`src/hw/rtl/mpool_pkg.sv`:
```
// Shared types, constants and register codes for the max pooling block.
// Used by every module under hw/rtl except mpool_ram; depends on nothing.
package mpool_pkg;

    localparam int MAX_WIDTH    = 256;
    localparam int MAX_KERNEL   = 8;
    localparam int DATA_BITS    = 16;
    localparam int HEIGHT_LIMIT = 4096;
    localparam int PAD_LIMIT    = 4;
    localparam int STRIDE_LIMIT = 15;

    localparam int STORE_DEPTH  = MAX_KERNEL * MAX_WIDTH;
    localparam int ADDR_BITS    = $clog2(STORE_DEPTH);
    localparam int WIDTH_BITS   = $clog2(MAX_WIDTH);
    localparam int KERNEL_BITS  = $clog2(MAX_KERNEL);
    localparam int ROW_BITS     = $clog2(HEIGHT_LIMIT);

    // configuration register field widths
    localparam int H_BITS   = 13;
    localparam int W_BITS   = 9;
    localparam int K_BITS   = 4;
    localparam int S_BITS   = 4;
    localparam int P_BITS   = 3;
    localparam int CFG_DATA_BITS  = 13;
    localparam int CFG_INDEX_BITS = 4;

    // result field widths
    localparam int OFF_BITS     = 6;
    localparam int OUT_ROW_BITS = 13;
    localparam int OUT_COL_BITS = 9;
    localparam int OUT_FIELD_BITS = DATA_BITS + OFF_BITS + OUT_ROW_BITS + OUT_COL_BITS;
    localparam int OUT_TDATA_BITS = ((OUT_FIELD_BITS + 7) / 8) * 8;
    localparam int OUT_PAD_BITS   = OUT_TDATA_BITS - OUT_FIELD_BITS;

    // signed window positions, with headroom for padding and stride steps
    localparam int ROW_SW = 15;
    localparam int COL_SW = 11;

    typedef logic signed [ROW_SW-1:0] row_pos_t;
    typedef logic signed [COL_SW-1:0] col_pos_t;

    typedef logic [CFG_INDEX_BITS-1:0] cfg_index_t;

    localparam cfg_index_t REG_IN_HEIGHT   = 4'd0;
    localparam cfg_index_t REG_IN_WIDTH    = 4'd1;
    localparam cfg_index_t REG_KERNEL_H    = 4'd2;
    localparam cfg_index_t REG_KERNEL_W    = 4'd3;
    localparam cfg_index_t REG_STRIDE_ROWS = 4'd4;
    localparam cfg_index_t REG_STRIDE_COLS = 4'd5;
    localparam cfg_index_t REG_PAD_ROWS    = 4'd6;
    localparam cfg_index_t REG_PAD_COLS    = 4'd7;

    // effective geometry after clamping, plus restart strobe
    typedef struct packed {
        logic              restart;
        logic [H_BITS-1:0] h;
        logic [W_BITS-1:0] w;
        logic [K_BITS-1:0] kh;
        logic [K_BITS-1:0] kw;
        logic [S_BITS-1:0] sr;
        logic [S_BITS-1:0] sc;
        logic [P_BITS-1:0] pr;
        logic [P_BITS-1:0] pc;
    } geom_t;

    // one read issued to the compare unit
    typedef struct packed {
        logic                hit;
        logic                first;
        logic [OFF_BITS-1:0] off;
    } scan_tag_t;

    typedef enum logic [1:0] {
        ST_IDLE,
        ST_SCAN,
        ST_DRAIN,
        ST_OUT
    } seq_state_t;

endpackage

```
`src/hw/rtl/mpool_cmp.sv`:
```
// Shared compare unit: running maximum and first-wins argmax over one window.
// Depends on mpool_pkg; data arrives in the cycle after its tag.
module mpool_cmp (
    input  logic                                clk,
    input  logic                                rst_n,
    input  mpool_pkg::scan_tag_t                tag,
    input  logic [mpool_pkg::DATA_BITS-1:0]     rd_data,
    output logic [mpool_pkg::DATA_BITS-1:0]     best,
    output logic [mpool_pkg::OFF_BITS-1:0]      best_off
);

    mpool_pkg::scan_tag_t              tag_reg;
    logic                              found_reg;
    logic                              found_next;
    logic [mpool_pkg::DATA_BITS-1:0]   best_reg;
    logic [mpool_pkg::OFF_BITS-1:0]    off_reg;
    logic                              take;

    always_comb
    begin
        // strict compare keeps the earliest position on a tie
        take = tag_reg.hit &&
               (tag_reg.first || !found_reg || ($signed(rd_data) > $signed(best_reg)));
        found_next = (found_reg && !tag_reg.first) || take;
    end

    always_ff @(posedge clk or negedge rst_n)
    begin
        if (!rst_n)
        begin
            tag_reg   <= '0;
            found_reg <= 1'b0;
        end
        else
        begin
            tag_reg   <= tag;
            found_reg <= found_next;
        end
    end

    always_ff @(posedge clk)
    begin
        if (take)
        begin
            best_reg <= rd_data;
            off_reg  <= tag_reg.off;
        end
    end

    assign best     = best_reg;
    assign best_off = off_reg;

endmodule

```
`config.mk`:
```
export PLATFORM = sky130hd
export DESIGN_NAME = mpool_cmp
export DESIGN_NICKNAME = d
export VERILOG_FILES = /design/src/hw/rtl/mpool_pkg.sv /design/src/hw/rtl/mpool_cmp.sv
export SDC_FILE = /design/constraint.sdc
export NUM_CORES = 1
export LEC_CHECK = 0
export BUFFER_PORTS_ARGS = -buffer_cell sky130_fd_sc_hd__buf_4
export CORE_MARGIN = 4
export CORE_UTILIZATION = 35
export DETAILED_ROUTE_END_ITERATION = 12
export GPL_ROUTABILITY_DRIVEN = 0
export GPL_TIMING_DRIVEN = 0
export PLACE_DENSITY = 0.62
export REMOVE_ABC_BUFFERS = 1
export SETUP_SLACK_MARGIN = 0.1
export SLEW_MARGIN = 15
export SYNTH_ARGS = -nofsm -noshare
export SYNTH_HDL_FRONTEND = slang
export SYNTH_SLANG_ARGS = --single-unit
```
`constraint.sdc`:
```
create_clock -name clk -period 6.5 [get_ports clk]
set_input_delay 0.325 -clock clk [delete_from_list [all_inputs] [get_ports clk]]
set_output_delay 0.325 -clock clk [all_outputs]
set_load 0.02 [all_outputs]
```
# ---- After elaboration in Yosys (flattened, before gate mapping)
# Cells that the tools add are included.
dict set report op_classes {
  reduce_logical 7
  n_lt_le_gt_ge 1
}
# cell n
set ops {}
lappend ops {{$gt A16 B16 Y1} 1}
lappend ops {{$logic_or A1 B1 Y1} 3}
lappend ops {{$logic_and A1 B1 Y1} 2}
lappend ops {{$logic_not A1 Y1} 2}
dict set report word_totals {
  register_bits 31
  out_inout_bits 22
  word_cells 14
}

# ---- Depth between registers and ports, before layout
dict set report depth {
  word_depth 5
  mapped_depth 7
}

# ---- Least setup slack after synthesis
# No wires, ideal clock.
dict set report synth_timing {
  path_kind {reg-to-reg}
  from {reg best_reg, in the netlist best[9]}
  to {reg best_reg, in the netlist best[0], enable pin}
  path_stages_with_launch 8
  setup_time_ns 0.382
  slack_ns 3.630
  required_time_ns 6.118
  arrival_ns 2.487
  cell_sequence {edfxtp_1 -> inv_1 -> ha_1 -> a21o_1 -> a221o_1 -> a221o_1 -> or3b_1 -> nand3_1}
}
dict set report synth_between {
  elab_chain_len 3
}
# element line
set synth_lines {}
lappend synth_lines {{from (decl)} mpool_cmp.sv:15} ;# logic [mpool_pkg::DATA_BITS-1:0] best_reg;
lappend synth_lines {{from (signal assigned)} mpool_cmp.sv:45} ;# best_reg <= rd_data;
lappend synth_lines {{$gt A16 B16 Y1} mpool_cmp.sv:23} ;# (tag_reg.first || !found_reg || ($signed(rd_data) > $signed(best_reg)));
lappend synth_lines {{$logic_or A1 B1 Y1} mpool_cmp.sv:23}
lappend synth_lines {{$logic_and A1 B1 Y1} mpool_cmp.sv:22} ;# take = tag_reg.hit &&
lappend synth_lines {{via take} mpool_cmp.sv:17} ;# logic take;
# The timed path passes the listed nets, and every way through them passes these cells.
# A chain may end at the register's enable or synchronous reset.

# ---- Worst setup path after layout
dict set report layout_timing {
  from {reg best_reg, in the netlist best[9]}
  to {reg off_reg, in the netlist best_off[3], enable pin}
}
dict set report layout_between {
  elab_chain_len 3
}
# element line
set layout_lines {}
lappend layout_lines {{$gt A16 B16 Y1} mpool_cmp.sv:23}
lappend layout_lines {{$logic_or A1 B1 Y1} mpool_cmp.sv:23}
lappend layout_lines {{$logic_and A1 B1 Y1} mpool_cmp.sv:22}
lappend layout_lines {{via take} mpool_cmp.sv:17}
lappend layout_lines {{to (signal assigned)} mpool_cmp.sv:46} ;# off_reg <= tag_reg.off;
lappend layout_lines {{to (decl)} mpool_cmp.sv:16} ;# logic [mpool_pkg::OFF_BITS-1:0] off_reg;
# The timed path passes the listed nets, and every way through them passes these cells.

==> metrics.txt <==
Sum Neg Setup Slack=0 ns; via count=878; Final Max Tran Viols=0; Rel. slew slack=0.280; Worst setup SP type=flip-flop; TritonCTS Sinks=31; worst vdd ir=164 uV; vias in the first global route=926; Hold Crit Class=primary input to flip-flop; CTS tree=yes; main combinational cell family by area after synthesis=adder cells; Setup Buffers After CTS=0; Final Skew=0.00668 ns; drt wl/cell=13.1 um; fillers=324; Period minus WS final=3.06 ns; fin area=1830 um^2; r2r setup slk=3.44 ns; Syn Area/Cell=14.9 um^2; Final setup viols=0; Setup WS post-layout=3.44 ns; r2r endpoint=best_off[3]; first-pass GRT wire length=4.24 mm; # Max-Cap Violations=0; # DRC=0; die width=69.6 um; post-synthesis simple-gate area fraction=0.0660; Port-buffer cells=47; reg2reg start=best[9]; 1st-iter DRT viols=42; adder-cell share of the synthesized area=0.151; Clock transition at path regs=0.07 ns; Gate power share=0.212; GR Util met2=0.179; # IOs=48; P per Cell Area=269 nW/um^2; mux contribution to synthesized area=0; nets=186; Worst EP required=6.22 ns; internal power=360 uW; Root Driver=clkbuf_8; Reg2Reg Depth=7; Critical Path End Type=flip-flop; # rows=22; yosys synthesis warning count=0; Clk Latency, worst-skew pair=0.28 ns; GRT Total Usage=0.113; critical path peak fanout=22; number of buffers created by CTS=5; Final period util=0.470; Ant. Diodes=0; Critical Path Source=best[9]; Leakage=0.000875 uW; commonest non-fill, non-tap cell in the layout=buf_4; Worst Path Arrival=2.78 ns; Worst-Margin Slew=1.08 ns; final core area utilization=0.500; placed cell area=1740 um^2; vias per cell=4.55; flops & latches, synth=31; sequential power share=0.500; Total Wirelength=2.52 mm; Unique masters post-synth=19; RSZ-0062 raised after global routing=false; DIE HEIGHT=69.6 um; fraction of power spent switching nets=0.269; ANT nets after route=0; setup slack after placement=3.33 ns; met3 Use GR=0.0623; initial antenna violation count=0; layout cells sized above 1=0.372; GRT met1 Usage=0.128; CTS max path bufs=2; cell area after synthesis=1330 um^2; pin count of the biggest net entering global routing=23; leading cell types in the layout, fill and taps excluded=buf_4, edfxtp_1, inv_1, ha_1, dfrtp_1; Worst Setup Path Type=flip-flop to flip-flop; Hold Path Cell Cnt=1; die area=4840 um^2; outcome=finished clean; ranking of synthesized cells by area=edfxtp_1, dfrtp_1, ha_1, inv_1, a21o_1; hold path startpoint=tag[5]; Net Sw Power=132 uW; Largest register FFs=16; complex-gate fraction of the synthesized area=0.0707; f_max=327 MHz; Hold Vio Cnt, Final=0; Area Growth Syn to Fin=38.0%; cell taking the most area after synthesis=edfxtp_1; Synth Area in XOR/XNOR=0; grt peak-use layer=met2; Gate Count Post-Synth=89; core area=3660 um^2; Initial DRT Pass Iterations=4; clock share of power=0.288; H-tree depth=2; Synth top area share=0.498; sequential share of the synthesized area=0.667; detailed placer's ending HPWL=1.98 mm; GRT overflow=0; WHS Endpoint=tag_reg[5]; effective utilization at floorplan=0.363
## repair_timing
item / 4_1_cts / 5_1_grt
hold buffers: 1 / 0
gates resized for setup: 0 / 0
endpoints found under the hold margin: 9 / 0
## cells by family after synthesis
family / count (synthesis)
compound gates: 12
fa+ha+maj: 16
buf+inv: 16
flops: 31
simple gates: 14
## cell usage after synthesis (all sizes together)
cell      n
edfxtp   22
ha       16
inv      16
dfrtp     9
nand3     4
a21o      3
a21oi     2
a221o     2
a32oi     2
and4      2
nand2     2
nand2b    2
a31oi     1
and2      1
nand4     1
nor2b     1
o2111ai   1
o31a      1
or3b      1
## critical path, stage by stage, from the launching register on
cell and delay (ns):
edfxtp_1 0.39, inv_1 0.07, ha_1 0.23, a21o_1 0.16, a221o_1 0.32, a221o_1 0.36
a32oi_1 0.19, nand3_1 0.77
## power groups by stage
stage                     logic (uW)  clock network (uW)  registers (uW)
after floorplan                 36.5                   0             269
after global routing             116                 158             249
final                            104                 142             246
after global placement           104                   0             249
after detailed placement         105                   0             251
after CTS                        107                 148             247
## worst max path at each step
stage / to / depth (start not counted)
final: best_off[3] / 7
after global routing: best_off[5] / 7
after CTS: best[1] / 7
after detailed placement: best_off[4] / 7
after global placement: best_off[5] / 7
after floorplan: best[0] / 7
## per-layer routing
metal  part of all wire  vias up  wire [um]
met1               0.40      404        999
li1                   -      436          -
met4              0.017        0         42
met2               0.48       33       1220
met3               0.10        5        262
met5                  0        -          0
## metrics by stage
stage          power (uW)  std cells  hold slack, ns
6_report              492        193           0.153
5_1_grt               523        193           0.141
4_1_cts               501        193           0.142
3_5_place_dp          356        184           0.150
3_3_place_gp          353        184           0.149
2_1_floorplan         306         89          0.0294
## layout make-up
class | instances | area (um^2) | share of cell area
flip-flops and latches | 31 | 886 | 0.484
multi-input cells | 42 | 382 | 0.208
repair buffers | 48 | 363 | 0.198
clock buffers | 7 | 76.3 | 0.0417
inverters | 16 | 60.1 | 0.0328
well taps | 48 | 60.1 | 0.0328
clock inverters | 1 | 5.00 | 0.00273
Note: power is estimated with default switching activity, not from simulation.
