File: src/hw/rtl/mpool_pkg.sv
// Shared types, constants and register codes for the max pooling block.
// Used by every module under hw/rtl except mpool_ram; depends on nothing.
package mpool_pkg;

    localparam int MAX_WIDTH    = 256;
    localparam int MAX_KERNEL   = 8;
    localparam int DATA_BITS    = 16;
    localparam int HEIGHT_LIMIT = 4096;
    localparam int PAD_LIMIT    = 4;
    localparam int STRIDE_LIMIT = 15;

    localparam int STORE_DEPTH  = MAX_KERNEL * MAX_WIDTH;
    localparam int ADDR_BITS    = $clog2(STORE_DEPTH);
    localparam int WIDTH_BITS   = $clog2(MAX_WIDTH);
    localparam int KERNEL_BITS  = $clog2(MAX_KERNEL);
    localparam int ROW_BITS     = $clog2(HEIGHT_LIMIT);

    // configuration register field widths
    localparam int H_BITS   = 13;
    localparam int W_BITS   = 9;
    localparam int K_BITS   = 4;
    localparam int S_BITS   = 4;
    localparam int P_BITS   = 3;
    localparam int CFG_DATA_BITS  = 13;
    localparam int CFG_INDEX_BITS = 4;

    // result field widths
    localparam int OFF_BITS     = 6;
    localparam int OUT_ROW_BITS = 13;
    localparam int OUT_COL_BITS = 9;
    localparam int OUT_FIELD_BITS = DATA_BITS + OFF_BITS + OUT_ROW_BITS + OUT_COL_BITS;
    localparam int OUT_TDATA_BITS = ((OUT_FIELD_BITS + 7) / 8) * 8;
    localparam int OUT_PAD_BITS   = OUT_TDATA_BITS - OUT_FIELD_BITS;

    // signed window positions, with headroom for padding and stride steps
    localparam int ROW_SW = 15;
    localparam int COL_SW = 11;

    typedef logic signed [ROW_SW-1:0] row_pos_t;
    typedef logic signed [COL_SW-1:0] col_pos_t;

    typedef logic [CFG_INDEX_BITS-1:0] cfg_index_t;

    localparam cfg_index_t REG_IN_HEIGHT   = 4'd0;
    localparam cfg_index_t REG_IN_WIDTH    = 4'd1;
    localparam cfg_index_t REG_KERNEL_H    = 4'd2;
    localparam cfg_index_t REG_KERNEL_W    = 4'd3;
    localparam cfg_index_t REG_STRIDE_ROWS = 4'd4;
    localparam cfg_index_t REG_STRIDE_COLS = 4'd5;
    localparam cfg_index_t REG_PAD_ROWS    = 4'd6;
    localparam cfg_index_t REG_PAD_COLS    = 4'd7;

    // effective geometry after clamping, plus restart strobe
    typedef struct packed {
        logic              restart;
        logic [H_BITS-1:0] h;
        logic [W_BITS-1:0] w;
        logic [K_BITS-1:0] kh;
        logic [K_BITS-1:0] kw;
        logic [S_BITS-1:0] sr;
        logic [S_BITS-1:0] sc;
        logic [P_BITS-1:0] pr;
        logic [P_BITS-1:0] pc;
    } geom_t;

    // one read issued to the compare unit
    typedef struct packed {
        logic                hit;
        logic                first;
        logic [OFF_BITS-1:0] off;
    } scan_tag_t;

    typedef enum logic [1:0] {
        ST_IDLE,
        ST_SCAN,
        ST_DRAIN,
        ST_OUT
    } seq_state_t;

endpackage

File: src/hw/rtl/mpool_ctrl.sv
// Configuration registers and clamped pooling geometry.
// Depends on mpool_pkg.
module mpool_ctrl (
    input  logic                                clk,
    input  logic                                rst_n,
    input  logic                                cfg_valid,
    input  mpool_pkg::cfg_index_t               cfg_index,
    input  logic [mpool_pkg::CFG_DATA_BITS-1:0] cfg_data,
    output mpool_pkg::geom_t                    geom
);

    logic [mpool_pkg::H_BITS-1:0] in_height_reg;
    logic [mpool_pkg::W_BITS-1:0] in_width_reg;
    logic [mpool_pkg::K_BITS-1:0] kernel_h_reg;
    logic [mpool_pkg::K_BITS-1:0] kernel_w_reg;
    logic [mpool_pkg::S_BITS-1:0] stride_r_reg;
    logic [mpool_pkg::S_BITS-1:0] stride_c_reg;
    logic [mpool_pkg::P_BITS-1:0] pad_r_reg;
    logic [mpool_pkg::P_BITS-1:0] pad_c_reg;
    logic                         known;
    logic [mpool_pkg::K_BITS-1:0] kh;
    logic [mpool_pkg::K_BITS-1:0] kw;
    logic [mpool_pkg::K_BITS-1:0] lim_r;
    logic [mpool_pkg::K_BITS-1:0] lim_c;

    always_ff @(posedge clk or negedge rst_n)
    begin
        if (!rst_n)
        begin
            in_height_reg <= mpool_pkg::H_BITS'(8);
            in_width_reg  <= mpool_pkg::W_BITS'(8);
            kernel_h_reg  <= mpool_pkg::K_BITS'(2);
            kernel_w_reg  <= mpool_pkg::K_BITS'(2);
            stride_r_reg  <= mpool_pkg::S_BITS'(2);
            stride_c_reg  <= mpool_pkg::S_BITS'(2);
            pad_r_reg     <= '0;
            pad_c_reg     <= '0;
        end
        else if (cfg_valid)
        begin
            unique case (cfg_index)
                mpool_pkg::REG_IN_HEIGHT:   in_height_reg <= cfg_data[mpool_pkg::H_BITS-1:0];
                mpool_pkg::REG_IN_WIDTH:    in_width_reg  <= cfg_data[mpool_pkg::W_BITS-1:0];
                mpool_pkg::REG_KERNEL_H:    kernel_h_reg  <= cfg_data[mpool_pkg::K_BITS-1:0];
                mpool_pkg::REG_KERNEL_W:    kernel_w_reg  <= cfg_data[mpool_pkg::K_BITS-1:0];
                mpool_pkg::REG_STRIDE_ROWS: stride_r_reg  <= cfg_data[mpool_pkg::S_BITS-1:0];
                mpool_pkg::REG_STRIDE_COLS: stride_c_reg  <= cfg_data[mpool_pkg::S_BITS-1:0];
                mpool_pkg::REG_PAD_ROWS:    pad_r_reg     <= cfg_data[mpool_pkg::P_BITS-1:0];
                mpool_pkg::REG_PAD_COLS:    pad_c_reg     <= cfg_data[mpool_pkg::P_BITS-1:0];
                default: ;
            endcase
        end
    end

    always_comb
    begin
        known = 1'b0;
        unique case (cfg_index) inside
            mpool_pkg::REG_IN_HEIGHT, mpool_pkg::REG_IN_WIDTH, mpool_pkg::REG_KERNEL_H,
            mpool_pkg::REG_KERNEL_W, mpool_pkg::REG_STRIDE_ROWS, mpool_pkg::REG_STRIDE_COLS,
            mpool_pkg::REG_PAD_ROWS, mpool_pkg::REG_PAD_COLS: known = 1'b1;
            default: known = 1'b0;
        endcase

        // zero reads as one, oversize saturates
        kh = (kernel_h_reg == '0) ? mpool_pkg::K_BITS'(1)
           : (kernel_h_reg > mpool_pkg::K_BITS'(mpool_pkg::MAX_KERNEL))
             ? mpool_pkg::K_BITS'(mpool_pkg::MAX_KERNEL) : kernel_h_reg;
        kw = (kernel_w_reg == '0) ? mpool_pkg::K_BITS'(1)
           : (kernel_w_reg > mpool_pkg::K_BITS'(mpool_pkg::MAX_KERNEL))
             ? mpool_pkg::K_BITS'(mpool_pkg::MAX_KERNEL) : kernel_w_reg;
        lim_r = (kh - 1'b1 < mpool_pkg::K_BITS'(mpool_pkg::PAD_LIMIT))
              ? kh - 1'b1 : mpool_pkg::K_BITS'(mpool_pkg::PAD_LIMIT);
        lim_c = (kw - 1'b1 < mpool_pkg::K_BITS'(mpool_pkg::PAD_LIMIT))
              ? kw - 1'b1 : mpool_pkg::K_BITS'(mpool_pkg::PAD_LIMIT);

        geom.restart = cfg_valid && known;
        geom.h  = (in_height_reg == '0) ? mpool_pkg::H_BITS'(1)
                : (in_height_reg > mpool_pkg::H_BITS'(mpool_pkg::HEIGHT_LIMIT))
                  ? mpool_pkg::H_BITS'(mpool_pkg::HEIGHT_LIMIT) : in_height_reg;
        geom.w  = (in_width_reg == '0) ? mpool_pkg::W_BITS'(1)
                : (in_width_reg > mpool_pkg::W_BITS'(mpool_pkg::MAX_WIDTH))
                  ? mpool_pkg::W_BITS'(mpool_pkg::MAX_WIDTH) : in_width_reg;
        geom.kh = kh;
        geom.kw = kw;
        geom.sr = (stride_r_reg == '0) ? mpool_pkg::S_BITS'(1) : stride_r_reg;
        geom.sc = (stride_c_reg == '0) ? mpool_pkg::S_BITS'(1) : stride_c_reg;
        geom.pr = (mpool_pkg::K_BITS'(pad_r_reg) > lim_r)
                ? lim_r[mpool_pkg::P_BITS-1:0] : pad_r_reg;
        geom.pc = (mpool_pkg::K_BITS'(pad_c_reg) > lim_c)
                ? lim_c[mpool_pkg::P_BITS-1:0] : pad_c_reg;
    end

endmodule

File: config.mk
export PLATFORM = sky130hd
export DESIGN_NAME = mpool_ctrl
export DESIGN_NICKNAME = d
export VERILOG_FILES = /design/src/hw/rtl/mpool_pkg.sv /design/src/hw/rtl/mpool_ctrl.sv
export SDC_FILE = /design/constraint.sdc
export NUM_CORES = 1
export LEC_CHECK = 0
export ABC_AREA = 1
export BUFFER_PORTS_ARGS = -buffer_cell sky130_fd_sc_hd__buf_2
export CAP_MARGIN = 15
export CORE_MARGIN = 5
export CORE_UTILIZATION = 30
export DETAILED_ROUTE_END_ITERATION = 12
export GPL_ROUTABILITY_DRIVEN = 0
export PLACE_DENSITY = 0.62
export SKIP_LAST_GASP = 1
export SLEW_MARGIN = 20
export SYNTH_ARGS = -nofsm -noshare
export SYNTH_HDL_FRONTEND = slang
export SYNTH_SLANG_ARGS = --single-unit
File: constraint.sdc
create_clock -name clk -period 1.9 [get_ports clk]
set_input_delay 0.19 -clock clk [delete_from_list [all_inputs] [get_ports clk]]
set_output_delay 0.19 -clock clk [all_outputs]
set_load 0.05 [all_outputs]
-- Word level (Yosys, flattened, before mapping)
Cells that the tools add are included.
- $add $sub $neg: 2
- order comparisons: 8
- equal/unequal tests: 7
- muxes and demuxes: 15
- reduce and logical (&&, ||, !) cells: 17
- operator list (operator ; count):
    $mux W4 ; 8
    $mux W13 ; 2
    $logic_not A4 Y1 ; 5
    $mux W9 ; 2
    $eq A4 B3 Y1 const B ; 4
    $reduce_and A2 Y1 ; 8
    $gt A13 B13 Y1 const B ; 1
    $logic_not A13 Y1 ; 1
    $gt A9 B9 Y1 const B ; 1
    $logic_not A9 Y1 ; 1
    $eq A4 B2 Y1 const B ; 2
    $gt A3 B4 Y1 ; 2
    $gt A4 B4 Y1 const B ; 2
    $lt A4 B3 Y1 const B ; 2
    $reduce_or A8 Y1 ; 1
    $sub A4 B1 Y4 const B ; 2
    $mux W3 ; 2
    $eq A4 B1 Y1 const B ; 1
    $logic_and A1 B1 Y1 ; 1
    $mux W1 ; 1
- bits in registers: 44
- bits of input ports: 20
- output and inout bits: 45
- word-level logic and storage cells: 57

-- Logic depth before layout (Yosys ltp)
- word-level depth: 8
- gate-level depth with buffers: 19
- gate-level depth less buffers: 19

-- Worst setup path before layout
OpenSTA, ideal clock, no wires.
- path kind: register -> output
- start: reg kernel_w_reg[2] (netlist bit)
- end: out geom[2] (netlist bit)
- data arrival time: 3.576 ns
- required time: 1.710 ns
- setup slack: -1.866 ns
- stages on the path, launching flop included: 17
- path buffers: 0
- cell sequence: dfrtp_1 > inv_1 > nand2_1 > a21oi_1 > inv_1 > ha_1 > nand2_1 > nand2_1 > nor2_1 > inv_1 > ha_1 > nand2_1 > inv_1 > nand2_1 > nand2_1 > nand2_1 > o21ai_0
- RTL lines (element ; RTL line ; text):
    start, declared ; mpool_ctrl.sv:15 ; logic [mpool_pkg::K_BITS-1:0] kernel_w_reg;
    start signal, assigned ; mpool_ctrl.sv:33 ; kernel_w_reg <= mpool_pkg::K_BITS'(2);
    start signal, assigned ; mpool_ctrl.sv:45 ; mpool_pkg::REG_KERNEL_W: kernel_w_reg <= cfg_data[mpool_pkg::K_BITS-1:0];
    end, declared ; mpool_ctrl.sv:9 ; output mpool_pkg::geom_t geom

==> impl_metrics.csv <==
group,metric,value,unit
worst_setup_path,worstPathArrival,2450,ps
worst_setup_path,startpoint_type,"flop",
worst_setup_path,path_class,"flop to output port",
cells_and_area,layout-drive-gt1-share,41.7,%
timing,final_max_slew_viol_count,0,
timing,max_slew.worst_pin.slew,521,ps
yosys,ys_warn_count,0,
yosys,syn-num-nets,350,
floorplanning,placementRows,32,
timing,relSlewSlack,65.3,%
timing,fmax,0.379,GHz
timing,period_needed,2640,ps
placement,port_buffers,64,
routing,vias,2209,
floorplanning,core_area,0.00781,mm2
clocking,htreeDepth,2,
clocking,clockRootBuffer,"clkbuf_8",
flow_run,cap_violations,0,
routing,drt-initial-drc-count,95,
timing,period_share,139,%
yosys,synth_cell_type_count,24,
routing,wl_per_cell,12.2,um
yosys,postSynthAreaPerCell,7.54,um2
floorplanning,dieArea,0.00999,mm2
timing,finalWorstSetupSlack,-740,ps
global_routing,grt_max_degree,27,
yosys,synthesis.area,0.00243,mm2
placement,placed_cells,491,
worst_setup_path,critPathRequiredTime,1710,ps
cells_and_area,stdcell_count,505,
global_routing,grt_pass1_vias,2238,
worst_setup_path,critPathMaxFanout,5,
global_routing,grt.total_usage,12.7,%
routing,drc,0,
clocking,clk_pin_slew_worst_paths,80,ps
clocking,clock_sinks,44,
floorplanning,io_pins,65,
yosys,synth-seq-cells,44,
run_status,outcome,"finished, violations left",
routing,first_pass_iters,4,
cells_and_area,largest_reg_flops,13,
worst_hold_path,hold_class,"primary input to flop",
worst_setup_path,end_kind,"output port",
timing,skew,0,ps
timing,rsz0062_at_grt,"true",
routing,ant_nets,0,
floorplanning,start_util,31.1,%
placement,dp_hpwl,4.53,mm
cells_and_area,diodes,0,
cells_and_area,syn_to_final_growth,42.3,%
run_status,failed_checks,"negative setup slack",
clocking,cts_tree,"yes",
global_routing,overflow,0,
floorplanning,fp.dieH,100,um
yosys,synth-seq-area-share,45.7,%
global_routing,antenna_found_initial,0,
routing,drt-vias-per-instance,4.37,
global_routing,grt_pass1_wl,10.2,mm
timing,final-hold-violation-count,0,
yosys,synth_cells,322,
pwr,peakVddDrop,0.000723,V
floorplanning,chipWidth,100,um
clocking,clockBufferDepth,2,
clocking,clock_latency,290,ps
clocking,cts_buffers,5,
pwr,p_per_area,1590,mW/mm2
timing,finalHoldWorstSlack,130,ps
timing,setup_viol,6,
routing,wl,6.16,mm
cells_and_area,nNetsFinal,430,
pwr,p_leak,1.81,nW
[metrics by stage]
stage	util [%]	area, um2	TNS (ps)	power [mW]	setup slack, ps
2_1_floorplan	-	2540	-2500	3.46	-560
3_3_place_gp	39.3	3070	-3260	4.08	-555
3_5_place_dp	39.3	3070	-3660	4.14	-625
4_1_cts	43.0	3360	-4520	5.38	-763
5_1_grt	44.2	3450	-5380	5.86	-929
6_report	44.2	3450	-4210	5.51	-740
[cell type report]
type	count	area (um2)
multi-input combinational	203	1280
timing repair buffer	88	606
fill	809	4350
clock inverter	2	35.0
inverter	60	228
sequential	44	1110
clock buffer	6	72.6
tap	102	128
[worst max-delay path: stages (launching register included)]
cell and delay [ps]:
dfstp_2 540, inv_2 50, nand2_2 70, a21oi_4 50
inv_1 60, ha_2 170, nand2_1 60, nand2_2 90
buf_6 120, inv_4 30, ha_4 260, nand2_1 60
inv_2 60, nand2_2 50, nand2_2 70, nand2_4 90
inv_2 80, nand2_2 60, nand2_4 60, buf_8 140
[per-layer routing]
metal	vias up	share of wire (%)	global-route usage, %
met1	992	43	15.7
met2	61	48	21.0
met5	-	0	0
met4	0	1.3	3.89
met3	9	7.4	4.24
li1	1147	-	-
[path summary, 6_finish.rpt]
path	from	end	slack [ps]	cells after the start
min	cfg_data[2]	pad_r_reg[2]	130	3
max in group asynchronous	rst_n	in_width_reg[3]	910	3
min reg2reg	in_width_reg[5]	in_width_reg[5]	490	2
max reg2reg	in_height_reg[12]	in_height_reg[12]	990	2
min in group asynchronous	rst_n	in_height_reg[10]	400	2
max	kernel_w_reg[1]	geom[0]	-740	19
[repair_timing]
item / CTS / global route
pin swaps: 16 / 9
hold endpoints to repair: 18 / 0
hold buffers: 1 / 0
buffers inserted: 2 / 2
endpoints found under the setup margin: 14 / 24
cloned: 0 / 1
gates resized for setup: 47 / 26
[cell usage after synthesis]
cell / instances / area (um2)
a21oi_1: 21 / 105
buf_2: 3 / 15.0
buf_6: 2 / 22.5
clkbuf_1: 11 / 41.3
dfrtp_1: 38 / 951
dfstp_2: 6 / 158
ha_1: 8 / 100
inv_1: 58 / 218
inv_2: 2 / 7.51
nand2_1: 80 / 300
nand2_4: 1 / 11.3
nand3_1: 10 / 50.1
nand3_2: 1 / 10.0
nand4_1: 2 / 12.5
nand4_2: 1 / 12.5
nor2_1: 30 / 113
nor2_4: 4 / 45.0
nor2_8: 1 / 20.0
nor3_1: 1 / 5.00
nor3_4: 1 / 16.3
o21ai_0: 37 / 185
o21bai_1: 2 / 15.0
o31ai_1: 1 / 7.51
or2_2: 1 / 6.26
[cells in the final DEF (no fill, tap or decap), types with 2 or more instances in the layout]
| cell type | Yosys | routed |
|---|---|---|
| a21oi_1 | 21 | 18 |
| a21oi_2 | 0 | 2 |
| buf_2 | 3 | 46 |
| buf_4 | 0 | 29 |
| buf_6 | 2 | 4 |
| buf_8 | 0 | 4 |
| clkbuf_4 | 0 | 3 |
| clkbuf_8 | 0 | 5 |
| dfrtp_1 | 38 | 38 |
| dfstp_2 | 6 | 6 |
| ha_1 | 8 | 4 |
| ha_4 | 0 | 3 |
| inv_1 | 58 | 50 |
| inv_2 | 2 | 9 |
| nand2_1 | 80 | 53 |
| nand2_2 | 0 | 16 |
| nand2_4 | 1 | 13 |
| nand3_1 | 10 | 5 |
| nand3_2 | 1 | 6 |
| nand4_1 | 2 | 2 |
| nor2_1 | 30 | 24 |
| nor2_2 | 0 | 3 |
| nor2_4 | 4 | 7 |
| o21ai_0 | 37 | 36 |
[report_power, final]
part	internal (mW)	leakage (nW)	switching, mW
sequential	1.15	0.530	0.178
combinational	1.25	1.22	2.22
clock	0.390	0.0552	0.310
[logic make-up (layout without fill, tap and decap cells)]
| kind of cell | Yosys count | in the layout | share of synthesized area (%) |
|---|---|---|---|
| AOI/OAI and AO/OA | 61 | 61 | 12.9 |
| and+or+nand+nor | 133 | 134 | 24.8 |
| DFF | 44 | 44 | 45.7 |
| buffers and inverters | 76 | 156 | 12.5 |
| adders and majority gates | 8 | 8 | 4.12 |
No activity file was read; power rests on OpenSTA's default activity.
